## src/rtl/dsd_pkg.sv

```systemverilog
package dsd_pkg;

    localparam logic [11:0] MAGIC_VALUE = 12'd3982;
    localparam logic [3:0]  TYPE_AUDIO  = 4'd1;
    localparam logic [15:0] MAX_PAYLOAD_RESET = 16'hFFFF;

    localparam logic [2:0] KIND_PAYLOAD = 3'd0;
    localparam logic [2:0] KIND_AUDIO   = 3'd1;
    localparam logic [2:0] KIND_BAD     = 3'd2;
    localparam logic [2:0] KIND_LONG    = 3'd3;
    localparam logic [2:0] KIND_OTHER   = 3'd4;

    typedef struct packed {
        logic       valid;
        logic [7:0] data;
    } dsd_beat_t;

    typedef struct packed {
        logic [2:0]  kind;
        logic [7:0]  payload_byte;
        logic [3:0]  frame_type;
        logic [15:0] frame_length;
        logic        last;
    } dsd_result_t;

endpackage

```

## src/rtl/dsd_byte_if.sv

```systemverilog
interface dsd_byte_if;
    logic       valid;
    logic       ready;
    logic [7:0] stream_byte;

    modport source (output valid, output stream_byte, input ready);
    modport sink (input valid, input stream_byte, output ready);
endinterface

```

## src/rtl/dsd_result_if.sv

```systemverilog
interface dsd_result_if;
    logic        valid;
    logic        ready;
    logic [2:0]  kind;
    logic [7:0]  payload_byte;
    logic [3:0]  frame_type;
    logic [15:0] frame_length;
    logic        last;

    modport source (output valid, output kind, output payload_byte, output frame_type,
                    output frame_length, output last, input ready);
    modport sink (input valid, input kind, input payload_byte, input frame_type,
                  input frame_length, input last, output ready);
endinterface

```

## src/rtl/dsd_cfg_if.sv

```systemverilog
interface dsd_cfg_if;
    logic        valid;
    logic        ready;
    logic [15:0] max_payload;

    modport source (output valid, output max_payload, input ready);
    modport sink (input valid, input max_payload, output ready);
endinterface

```

## src/rtl/dsd_in_stage.sv

```systemverilog
module dsd_in_stage (
    input  logic             clk,
    input  logic             rst_n,
    dsd_byte_if.sink         stream,
    input  logic             advance,
    output dsd_pkg::dsd_beat_t beat
);
    import dsd_pkg::*;

    logic       valid_reg;
    logic       valid_next;
    logic [7:0] data_reg;
    logic       load;

    assign stream.ready = !valid_reg || advance;
    assign load         = stream.valid && stream.ready;

    always_comb
    begin
        valid_next = valid_reg;
        if (load)
        begin
            valid_next = 1'b1;
        end
        else if (advance)
        begin
            valid_next = 1'b0;
        end
    end

    always_ff @(posedge clk or negedge rst_n)
    begin
        if (!rst_n)
        begin
            valid_reg <= 1'b0;
        end
        else
        begin
            valid_reg <= valid_next;
        end
    end

    always_ff @(posedge clk)
    begin
        if (load)
        begin
            data_reg <= stream.stream_byte;
        end
    end

    assign beat.valid = valid_reg;
    assign beat.data  = data_reg;
endmodule

```

## src/rtl/dsd_parser.sv

```systemverilog
module dsd_parser (
    input  logic                 clk,
    input  logic                 rst_n,
    input  logic                 fire,
    input  logic [7:0]           data,
    input  logic                 cfg_we,
    input  logic [15:0]          cfg_data,
    output logic                 emit,
    output dsd_pkg::dsd_result_t res
);
    import dsd_pkg::*;

    typedef enum logic [1:0] {
        PH_HEADER,
        PH_PASS,
        PH_SKIP
    } phase_t;

    phase_t      phase_reg;
    phase_t      phase_next;
    logic [1:0]  cnt_reg;
    logic [1:0]  cnt_next;
    logic [23:0] hdr_reg;
    logic [23:0] hdr_next;
    logic [15:0] left_reg;
    logic [15:0] left_next;
    logic [15:0] max_reg;
    logic [15:0] left_dec;
    logic [11:0] magic;
    logic [3:0]  ftype;
    logic [15:0] flen;

    assign left_dec = left_reg - 16'd1;
    assign magic    = {data, hdr_reg[23:20]};
    assign ftype    = hdr_reg[19:16];
    assign flen     = hdr_reg[15:0];

    always_comb
    begin
        phase_next = phase_reg;
        cnt_next   = cnt_reg;
        hdr_next   = hdr_reg;
        left_next  = left_reg;
        emit       = 1'b0;
        res        = '0;
        if (fire)
        begin
            case (phase_reg)
                PH_PASS:
                begin
                    left_next        = left_dec;
                    emit             = 1'b1;
                    res.kind         = KIND_PAYLOAD;
                    res.payload_byte = data;
                    res.frame_type   = TYPE_AUDIO;
                    res.frame_length = flen;
                    res.last         = (left_dec == 16'd0);
                    if (left_dec == 16'd0)
                    begin
                        phase_next = PH_HEADER;
                    end
                end
                PH_SKIP:
                begin
                    left_next = left_dec;
                    if (left_dec == 16'd0)
                    begin
                        phase_next = PH_HEADER;
                    end
                end
                default:
                begin
                    phase_next = PH_HEADER;
                    if (cnt_reg != 2'd3)
                    begin
                        case (cnt_reg)
                            2'd0:    hdr_next[7:0]   = data;
                            2'd1:    hdr_next[15:8]  = data;
                            default: hdr_next[23:16] = data;
                        endcase
                        cnt_next = cnt_reg + 2'd1;
                    end
                    else
                    begin
                        cnt_next         = 2'd0;
                        emit             = 1'b1;
                        res.frame_type   = ftype;
                        res.frame_length = flen;
                        if (magic != MAGIC_VALUE)
                        begin
                            res.kind = KIND_BAD;
                        end
                        else
                        begin
                            left_next = flen;
                            if (flen > max_reg || ftype != TYPE_AUDIO)
                            begin
                                res.kind   = (flen > max_reg) ? KIND_LONG : KIND_OTHER;
                                phase_next = (flen != 16'd0) ? PH_SKIP : PH_HEADER;
                            end
                            else
                            begin
                                res.kind   = KIND_AUDIO;
                                res.last   = (flen == 16'd0);
                                phase_next = (flen != 16'd0) ? PH_PASS : PH_HEADER;
                            end
                        end
                    end
                end
            endcase
        end
    end

    always_ff @(posedge clk or negedge rst_n)
    begin
        if (!rst_n)
        begin
            phase_reg <= PH_HEADER;
            cnt_reg   <= 2'd0;
            hdr_reg   <= 24'd0;
            left_reg  <= 16'd0;
            max_reg   <= MAX_PAYLOAD_RESET;
        end
        else
        begin
            phase_reg <= phase_next;
            cnt_reg   <= cnt_next;
            hdr_reg   <= hdr_next;
            left_reg  <= left_next;
            if (cfg_we)
            begin
                max_reg <= cfg_data;
            end
        end
    end
endmodule

```

## src/rtl/dsd_out_stage.sv

```systemverilog
module dsd_out_stage (
    input  logic                clk,
    input  logic                rst_n,
    input  logic                load,
    input  dsd_pkg::dsd_result_t res,
    output logic                free,
    dsd_result_if.source        result
);
    import dsd_pkg::*;

    logic        valid_reg;
    logic        valid_next;
    dsd_result_t data_reg;

    assign free = !valid_reg || result.ready;

    always_comb
    begin
        valid_next = valid_reg;
        if (free)
        begin
            valid_next = load;
        end
    end

    always_ff @(posedge clk or negedge rst_n)
    begin
        if (!rst_n)
        begin
            valid_reg <= 1'b0;
        end
        else
        begin
            valid_reg <= valid_next;
        end
    end

    always_ff @(posedge clk)
    begin
        if (free && load)
        begin
            data_reg <= res;
        end
    end

    assign result.valid        = valid_reg;
    assign result.kind         = data_reg.kind;
    assign result.payload_byte = data_reg.payload_byte;
    assign result.frame_type   = data_reg.frame_type;
    assign result.frame_length = data_reg.frame_length;
    assign result.last         = data_reg.last;
endmodule

```

## src/rtl/datagram_stream_deframer_core.sv

```systemverilog
// Datagram stream deframer.
// stream: one byte of the datagram stream per beat. Each datagram opens
//   with a 4-byte little-endian header (magic, type, payload length).
// result: one status beat after the fourth header byte (audio ok, bad magic,
//   too long, other type), then one beat per payload byte of an audio frame,
//   last set on the final beat (on the status beat for an empty frame).
//   Skipped payload bytes produce no beat.
// cfg: write max_payload at any beat while the block is idle; ready is
//   always high.
// Throughput: one byte per cycle unless result.ready stalls, set by the
//   single pass from the input register through the parser into the
//   result register, which loads a byte's result once it is free.
// Reset: max_payload returns to 65535 and header collection restarts.
// Stall: when result.ready is low, the result register holds, the input
//   register fills, and stream.ready drops as soon as the input register
//   holds a byte.
module datagram_stream_deframer_core (
    input  logic          clk,
    input  logic          rst_n,
    dsd_byte_if.sink      stream,
    dsd_cfg_if.sink       cfg,
    dsd_result_if.source  result
);
    import dsd_pkg::*;

    dsd_beat_t   beat;
    dsd_result_t res;
    logic        emit;
    logic        free;
    logic        advance;

    assign advance   = beat.valid && free;
    assign cfg.ready = 1'b1;

    dsd_in_stage u_in (
        .clk     (clk),
        .rst_n   (rst_n),
        .stream  (stream),
        .advance (advance),
        .beat    (beat)
    );

    dsd_parser u_parser (
        .clk      (clk),
        .rst_n    (rst_n),
        .fire     (advance),
        .data     (beat.data),
        .cfg_we   (cfg.valid),
        .cfg_data (cfg.max_payload),
        .emit     (emit),
        .res      (res)
    );

    dsd_out_stage u_out (
        .clk    (clk),
        .rst_n  (rst_n),
        .load   (emit),
        .res    (res),
        .free   (free),
        .result (result)
    );
endmodule

```

## src/flat_wrapper.sv

```systemverilog
// flat-port wrapper written by rule: the top's interface ports become plain ports
module datagram_stream_deframer_core_flat import dsd_pkg::*;
  (clk, rst_n, stream_valid, stream_stream_byte, stream_ready, cfg_valid, cfg_max_payload, cfg_ready, result_valid, result_kind, result_payload_byte, result_frame_type, result_frame_length, result_last, result_ready);
  dsd_byte_if stream_i ();
  dsd_cfg_if cfg_i ();
  dsd_result_if result_i ();
  input  logic clk;
  input  logic rst_n;
  input wire logic [$bits(stream_i.valid)-1:0] stream_valid;
  input wire logic [$bits(stream_i.stream_byte)-1:0] stream_stream_byte;
  output wire logic [$bits(stream_i.ready)-1:0] stream_ready;
  input wire logic [$bits(cfg_i.valid)-1:0] cfg_valid;
  input wire logic [$bits(cfg_i.max_payload)-1:0] cfg_max_payload;
  output wire logic [$bits(cfg_i.ready)-1:0] cfg_ready;
  output wire logic [$bits(result_i.valid)-1:0] result_valid;
  output wire logic [$bits(result_i.kind)-1:0] result_kind;
  output wire logic [$bits(result_i.payload_byte)-1:0] result_payload_byte;
  output wire logic [$bits(result_i.frame_type)-1:0] result_frame_type;
  output wire logic [$bits(result_i.frame_length)-1:0] result_frame_length;
  output wire logic [$bits(result_i.last)-1:0] result_last;
  input wire logic [$bits(result_i.ready)-1:0] result_ready;
  assign stream_i.valid = stream_valid;
  assign stream_i.stream_byte = stream_stream_byte;
  assign stream_ready = stream_i.ready;
  assign cfg_i.valid = cfg_valid;
  assign cfg_i.max_payload = cfg_max_payload;
  assign cfg_ready = cfg_i.ready;
  assign result_valid = result_i.valid;
  assign result_kind = result_i.kind;
  assign result_payload_byte = result_i.payload_byte;
  assign result_frame_type = result_i.frame_type;
  assign result_frame_length = result_i.frame_length;
  assign result_last = result_i.last;
  assign result_i.ready = result_ready;
  datagram_stream_deframer_core u_core (.clk(clk), .rst_n(rst_n), .stream(stream_i), .cfg(cfg_i), .result(result_i));
endmodule
```

## config.mk

```make
export PLATFORM = sky130hd
export DESIGN_NAME = datagram_stream_deframer_core_flat
export DESIGN_NICKNAME = d
export VERILOG_FILES = /design/src/rtl/dsd_pkg.sv /design/src/rtl/dsd_byte_if.sv /design/src/rtl/dsd_result_if.sv /design/src/rtl/dsd_cfg_if.sv /design/src/rtl/dsd_in_stage.sv /design/src/rtl/dsd_parser.sv /design/src/rtl/dsd_out_stage.sv /design/src/rtl/datagram_stream_deframer_core.sv /design/src/flat_wrapper.sv
export SDC_FILE = /design/constraint.sdc
export NUM_CORES = 1
export LEC_CHECK = 0
export BUFFER_PORTS_ARGS = -buffer_cell sky130_fd_sc_hd__buf_2
export CORE_ASPECT_RATIO = 2
export CORE_MARGIN = 2
export CORE_UTILIZATION = 60
export DETAILED_ROUTE_END_ITERATION = 10
export PLACE_DENSITY = 0.82
export SETUP_SLACK_MARGIN = 0.05
export SLEW_MARGIN = 20
export SYNTH_ARGS = -nofsm -noshare
export SYNTH_HDL_FRONTEND = slang
export SYNTH_SLANG_ARGS = --single-unit
```

## constraint.sdc

```tcl
create_clock -name clk -period 7.3 [get_ports clk]
set_input_delay 1.46 -clock clk [delete_from_list [all_inputs] [get_ports clk]]
set_output_delay 1.46 -clock clk [all_outputs]
set_load 0.02 [all_outputs]
```

==> results of run 1 <==
[metal layers]
metal | GRT usage [%] | vias up | routed length, um
met5 | 0 | - | 0
met4 | 16.22 | 0 | 544
met3 | 4.014 | 39 | 459
met2 | 43.80 | 128 | 5860
met1 | 29.71 | 1747 | 3817
li1 | - | 1703 | -
[report_power, final]
| group | leakage (uW) | switching (uW) | total (uW) | internal [uW] |
|---|---|---|---|---|
| Clock | 0.000127 | 195 | 424 | 228 |
| Combinational | 0.00115 | 56.4 | 95.2 | 38.8 |
| Sequential | 0.00106 | 28.9 | 650 | 621 |
[cell usage after synthesis (3+ instances only)]
master | number | area (um2)
o21ai_1 | 4 | 20.02
o21ai_0 | 26 | 130.1
dfrtp_1 | 46 | 1151
dfstp_2 | 16 | 420.4
clkbuf_1 | 14 | 52.55
nor4_1 | 12 | 75.07
a31oi_1 | 3 | 18.77
a21o_1 | 3 | 22.52
and2_1 | 19 | 118.9
o31ai_1 | 3 | 22.52
ha_1 | 23 | 287.8
nor2_1 | 16 | 60.06
edfxtp_1 | 40 | 1201
o22ai_1 | 7 | 43.79
mux2_2 | 26 | 292.8
inv_1 | 26 | 97.59
nand3_1 | 9 | 45.04
a21oi_1 | 20 | 100.1
nand2_1 | 43 | 161.4
a221o_1 | 5 | 50.05
nand4_1 | 9 | 56.30
nor3_1 | 8 | 40.04
and3_1 | 12 | 75.07
nand2b_1 | 4 | 25.02
or3_1 | 3 | 18.77
[layout make-up]
class	count	area, um2	share of cell area [%]
Tap cell	96	120.1	2.149
Inverter	27	101.3	1.813
Multi-Input combinational cell	289	1992	35.63
Clock buffer	11	232.7	4.163
Sequential cell	102	2773	49.60
Timing Repair Buffer	64	345.3	6.177
Clock inverter	5	26.28	0.4700
[metrics by stage]
step | area, um2 | util, % | hold WS (ns) | power, uW | std cells
final | 5590 | 70.38 | 0.5052 | 1169 | 594
after floorplan | 4942 | - | 0.4700 | 726.3 | 437
after global routing | 5590 | 70.38 | 0.5325 | 1215 | 594
after detailed placement | 5300 | 66.73 | 0.4930 | 755.4 | 577
after global placement | 5300 | 66.73 | 0.4799 | 749.5 | 577
after CTS | 5559 | 69.99 | 0.5122 | 1172 | 593
[cells in the final DEF (no fill, tap or decap), drive strengths merged, types with 3 or more instances in the layout]
cell    instances
edfxtp         40
dfstp          16
or3             3
inv            26
nand2          43
a21oi          20
nor2           16
o22ai           7
nor3            9
nand3           9
a31oi           3
o31ai           3
buf            64
o21ai          30
clkbuf         11
ha             23
a21o            3
and2           19
and3           12
nor4           13
dfrtp          46
nand4           9
clkinv          5
nand2b          4
mux2           26
or4             4
a221o           5
[kinds of logic after synthesis]
kind of cell | count (synthesis) | synth area share (%)
multiplexers | 27 | 6.127
other | 1 | 0.07588
buffers and inverters | 46 | 3.898
adder cells (fa/ha/maj) | 23 | 5.823
XOR/XNOR | 3 | 0.5317
flip-flops | 102 | 56.10
AO/OA/AOI/OAI | 84 | 10.51
AND/OR/NAND/NOR | 151 | 16.94
[tightest hold or removal path: stages (launching register included)]
cell and delay [ns]:
dfstp_2 0.36, inv_1 0.06, o21ai_0 0.08
[final timing paths]
kind	from	to	slack, ns
setup / recovery	result_ready	stream_ready	3.86
hold / removal	u_core.u_parser.max_reg[10]$_DFFE_PN1P_	u_core.u_parser.max_reg[10]$_DFFE_PN1P_	0.51
setup reg to reg	u_core.u_parser.left_reg[2]$_DFFE_PN0P_	u_core.u_parser.phase_reg[0]$_DFFE_PN0P_	4.55
hold reg to reg	u_core.u_parser.max_reg[10]$_DFFE_PN1P_	u_core.u_parser.max_reg[10]$_DFFE_PN1P_	0.51
max in group asynchronous	rst_n	u_core.u_parser.hdr_reg[9]$_DFFE_PN0P_	5.50
min in group asynchronous	rst_n	u_core.u_parser.phase_reg[1]$_DFFE_PN0P_	1.28
==> summary.txt, run 1 <==
Status
  • Status: complete, no violations

STA
  • Unrepaired setup endpoints after global routing: false
  • Clock skew: between 0.005 and 0.006 ns
  • Relative slew slack: a little under half
  • Min cycle time layout: between 3 and 4 ns
  • Setup tns final: 0 ns
  • Final Hold Vio Count: 0
  • Final worst slack: 3.856 ns
  • Slew @ Worst Pin: 0.7876 ns
  • Post-route clock period utilization: ~47%
  • Setup-failing EPs final: 0
  • F_max: a little under 300 MHz
  • Slew Limit Fails: 0

Die
  • Die height: ~130 um
  • Die area: approximately 0.0090 mm2
  • Ports: 64
  • Starting Density: around 62%
  • Die X: 68.18 um
  • Core ar.: around 0.0079 mm2
  • Cell Rows: 46

Critical path
  • Delay-heaviest family, CP: buffers and inverters
  • Bufs and invs on worst path: 2
  • Crit Path Max Fanout: 3
  • Crit path depth: 3
  • Delay of the slowest critical-path stage: between 0.2 and 0.25 ns
  • Startpoint Class: input port
  • WS Path Type: in2out
  • CP Cell Sequence: buf_2, nand3b_1, buf_2
  • Worst path required time: around 5.8 ns
  • R2R cell count: 6
  • CP Capture Type: output pin
  • Worst path arrival time: between 1.5 and 2 ns
  • Critical-path top delay cell: nand3b_1
  • Most used cell, CP: buf_2

CTS
  • Clk Latency, worst-skew pair: approximately 0.34 ns
  • Worst-case clock buffer depth: 2
  • # resized after CTS: 0
  • Setup bufs post-CTS: 0
  • CTS sink cnt: 102
  • Cts-stage hold buffer count: 0
  • Reg clk slew, reported paths: about 0.060 ns
  • CTS tree: yes
  • H-tree Lvls: 3
  • CTS Root Buffer Type: clkbuf_16
  • TritonCTS Buffers: 9

Hold path
  • WHS Path Cells: 2
  • Worst hold path type: reg2reg

Drt
  • WL final: ~11 mm
  • Post-route ant nets: 0
  • Remaining DRCs: 0
  • Via density: around 6.1
  • Drt initial violations: between 300 and 400
  • TritonRoute pass-1 iters: 5
  • DR vias: between 3000 and 4000
  • WL/cell: 17.98 um

Place
  • Placer Congestion: 0.9436
  • Post-Place Setup Slack: 3.755 ns
  • Dpl hpwl: about 8 mm
  • I/O Buffers: 62

Final layout
  • Layout Nets: about 550
  • Number of flip-flops in the largest register: 24
  • Layout cells sized above 1: approximately 26%
  • Number of diodes: 0
  • Synthesis-to-layout area growth: 13.11%
  • Filler cells: between 500 and 600

Synthesis
  • YS warnings: 0
  • Prevailing post-synth register cell: dfrtp_1
  • Syn nets: a little under 500
  • Post-Syn Area: slightly below 0.005 mm2
  • Netlist cell types: 58
  • Post-synthesis sequential element count: a little over 100
  • Post-synth EDFFs: 40
  • Seq/Total Area, Yosys: 56.10%
  • Ys async rst share: 60.78%
  • Synth Area per Inst: roughly 11 um2
  • Syn Inst Count: approximately 440

Global routing
  • First-pass GRT wire length: ~17 mm
  • Largest net degree at the start of global routing: 63
  • Gr usage total: a little over a quarter
  • Total congestion overflow: 0
  • Vias in the first global route: ~3600
  • Initial antenna violation count: 0

Pwr
  • PD cells: 209.1 mW/mm2
  • Worst VDD drop: 0.2008 mV
  • Static Leakage: roughly 0.0023 uW

Flow run
  • Max_cap viols: 0
Power figures use the tool's default switching activity.
==> run 2: changes to the inputs <==
Settings changed: CORE_UTILIZATION 60 to 58, PLACE_DENSITY 0.82 to 0.8.
Clock period 7.3 ns to 3.4 ns, I/O delays scaled along.
==> run 2 against run 1 <==
Net effect:
- sequential power increased by 120%
- clock power increased by 120%
- global-route usage decreased by 0.80 points
- combinational power rose by 120%
- largest power group unchanged
==> summary.txt, run 2 (synthesis gave the netlist of run 1 again) <==
Critical path
  • R2R cell count: 8 (was 6)
  • Startpoint Class: register (was input port)
  • Crit Path Max Fanout: 6 (was 3)
  • WS Path Type: reg2reg (was in2out)
  • Bufs and invs on worst path: 1 (was 2)
  • CP Capture Type: register (was output pin)
  • Delay of the slowest critical-path stage: 0.45 ns (was 0.21 ns)
  • CP Cell Sequence: inv_1, ha_1, nor3b_1, nand4_1, xnor2_1, or4_1, or4_4, a32o_1 (was buf_2, nand3b_1, buf_2)
  • Delay-heaviest family, CP: simple AND/OR/NAND/NOR gates (was buffers and inverters)
  • Worst reg-to-reg setup slack: 0.67 ns (was 4.55 ns)
  • Reg2Reg Launch Point: u_core.u_parser.left_reg[0]$_DFFE_PN0P_ (was u_core.u_parser.left_reg[2]$_DFFE_PN0P_)
  • Worst path required time: 3.64 ns (was 5.84 ns)
  • Critical-path top delay cell: dfrtp_1 (was nand3b_1)
  • Worst path arrival time: 2.97 ns (was 1.98 ns)
  • R2r endpoint: u_core.u_parser.phase_reg[0]$_DFFE_PN0P_ (unchanged)

STA
  • Clock skew: 0.007987 ns (was 0.005778 ns)
  • Post-route clock period utilization: 80.30%
  • Setup tns final: 0 ns (unchanged)
  • Slew Limit Fails: 0 (unchanged)
  • Final Hold Vio Count: 0 (unchanged)
  • Setup-failing EPs final: 0 (unchanged)
  • Unrepaired setup endpoints after global routing: false (unchanged)
  • Hold slack final: 0.3301 ns (was 0.5052 ns)
  • F_max: about 370 MHz
  • Slew @ Worst Pin: 0.7257 ns (was 0.7876 ns)
  • Final worst slack: 0.6700 ns (was 3.856 ns)
  • Min cycle time layout: between 2 and 3 ns
  • Relative slew slack: 51.62% (was 47.49%)

Global routing
  • Vias in the first global route: 3645 (was 3620)
  • Largest net degree at the start of global routing: 48 (was 63)
  • M2 GR Usage: 45.67% (was 43.80%)
  • Grt met3 use: 3.433% (was 4.014%)
  • Initial antenna violation count: 0 (unchanged)
  • First-pass GRT wire length: 18.26 mm (was 17.33 mm)
  • Grt met1 use: 27.59% (was 29.71%)
  • Gr usage total: 25.31% (was 26.11%)
  • Gr busiest metal: met2 (unchanged)
  • Total congestion overflow: 0 (unchanged)

Final layout
  • Layout Nets: 547 (was 545)
  • Layout cells sized above 1: 26.00% (was 25.70%)
  • Most common cell after layout, fill and taps aside: buf_2 (unchanged)
  • Commonest cells after routing, fill and taps aside: 61 x buf_2, 46 x dfrtp_1, 43 x nand2_1, 40 x edfxtp_1 (was 62 x buf_2, 46 x dfrtp_1, 43 x nand2_1, 40 x edfxtp_1)
  • Number of flip-flops in the largest register: 24 (unchanged)
  • Number of diodes: 0 (unchanged)
  • Synthesis-to-layout area growth: 13.65% (was 13.11%)

Drt
  • WL final: 11.22 mm (was 10.68 mm)
  • Post-route ant nets: 0 (unchanged)
  • Via density: 6.122 (was 6.089)
  • WL/cell: 18.76 um (was 17.98 um)
  • DR vias: 3661 (was 3617)
  • Remaining DRCs: 0 (unchanged)
  • TritonRoute pass-1 iters: 5 (unchanged)
  • Drt initial violations: 249 (was 315)

Die
  • Starting Density: 59.60% (was 62.22%)
  • Core ar.: 0.008292 mm2 (was 0.007943 mm2)
  • Die X: 69.27 um (was 68.18 um)
  • Cell Rows: 47 (was 46)
  • Die area: 0.009320 mm2 (was 0.009023 mm2)
  • Ports: 64 (unchanged)
  • Die height: 134.5 um (was 132.4 um)

CTS
  • TritonCTS Buffers: 9 (unchanged)
  • H-tree Lvls: 3 (unchanged)
  • Worst-case clock buffer depth: 2 (unchanged)
  • CTS Root Buffer Type: clkbuf_16 (unchanged)
  • Cts-stage hold buffer count: 0 (unchanged)
  • CTS sink cnt: 102 (unchanged)
  • Setup bufs post-CTS: 0 (unchanged)
  • Clk Latency, worst-skew pair: 0.34 ns (about the same)
  • CTS tree: yes (unchanged)
  • # resized after CTS: 0 (unchanged)
  • Reg clk slew, reported paths: 0.07 ns (was 0.06 ns)

Place
  • I/O Buffers: 62 (unchanged)
  • Placer Congestion: 0.9498 (was 0.9436)
  • Dpl hpwl: 8.301 mm (was 7.927 mm)
  • Post-Place Setup Slack: 0.7259 ns (was 3.755 ns)

Pwr
  • PD cells: 452.2 mW/mm2 (was 209.1 mW/mm2)
  • Clock power frac: 36.9% (was 36.2%)
  • Flop pwr share: 54.9% (was 55.6%)
  • Net Sw Frac: 24.52% (was 24.02%)
  • NetSw: 622.9 uW (was 280.7 uW)
  • Int Pwr: 1917 uW (was 888.0 uW)
  • Static Leakage: 0.002342 uW (was 0.002336 uW)
  • Worst VDD drop: 0.3879 mV (was 0.2008 mV)
  • Part of the power in combinational logic: 8.2% (was 8.1%)

Flow run
  • Max_cap viols: 0 (unchanged)

Hold path
  • Worst hold path type: in2async (was reg2reg)

Status
  • Status: complete, no violations (unchanged)
run 2: layout make-up:
type / instances / area, um2
clock buffer: 11 / 232.7
clock inverter: 5 / 36.28
fill: 628 / 2675
inverter: 27 / 101.3
multi-input combinational: 289 / 1988
sequential: 102 / 2773
tap: 98 / 122.6
timing repair buffer: 66 / 362.8
run 2: power groups by stage:
stage,Combinational [uW],Sequential (uW),Clock [uW]
final,207,1400,937
after global routing,239,1400,996
after CTS,209,1390,951
after detailed placement,206,1420,0
after global placement,199,1410,0
after floorplan,176,1380,0
run 2: how the worst max path moves through the flow:
stage / startpoint / to / slack, ns / depth (start not counted)
after global routing: u_core.u_parser.left_reg[0]$_DFFE_PN0P_ / u_core.u_parser.phase_reg[0]$_DFFE_PN0P_ / 0.49 / 8
after global placement: result_ready / u_core.u_out.result.frame_length[0]$_SDFFCE_PN0P_ / 0.70 / 5
after detailed placement: u_core.u_parser.left_reg[0]$_DFFE_PN0P_ / u_core.u_parser.phase_reg[0]$_DFFE_PN0P_ / 0.73 / 8
after floorplan: u_core.u_parser.phase_reg[0]$_DFFE_PN0P_ / u_core.u_out.result.frame_length[0]$_SDFFCE_PN0P_ / 0.32 / 8
after CTS: u_core.u_parser.left_reg[0]$_DFFE_PN0P_ / u_core.u_parser.phase_reg[0]$_DFFE_PN0P_ / 0.70 / 8
final: u_core.u_parser.left_reg[0]$_DFFE_PN0P_ / u_core.u_parser.phase_reg[0]$_DFFE_PN0P_ / 0.67 / 8
run 2: routing by layer:
| layer | vias to the layer above | wire, um |
|---|---|---|
| li1 | 1706 | - |
| met1 | 1795 | 4027 |
| met2 | 121 | 6221 |
| met3 | 39 | 387 |
| met4 | 0 | 580 |
| met5 | - | 0 |
run 2: per-stage QoR:
stage | cells | power [uW] | util, % | area [um2]
6_report | 598 | 2540 | 67.74 | 5617
5_1_grt | 598 | 2635 | 67.74 | 5617
4_1_cts | 598 | 2554 | 67.71 | 5614
3_5_place_dp | 582 | 1625 | 64.46 | 5345
3_3_place_gp | 581 | 1614 | 64.13 | 5318
2_1_floorplan | 437 | 1559 | - | 4942
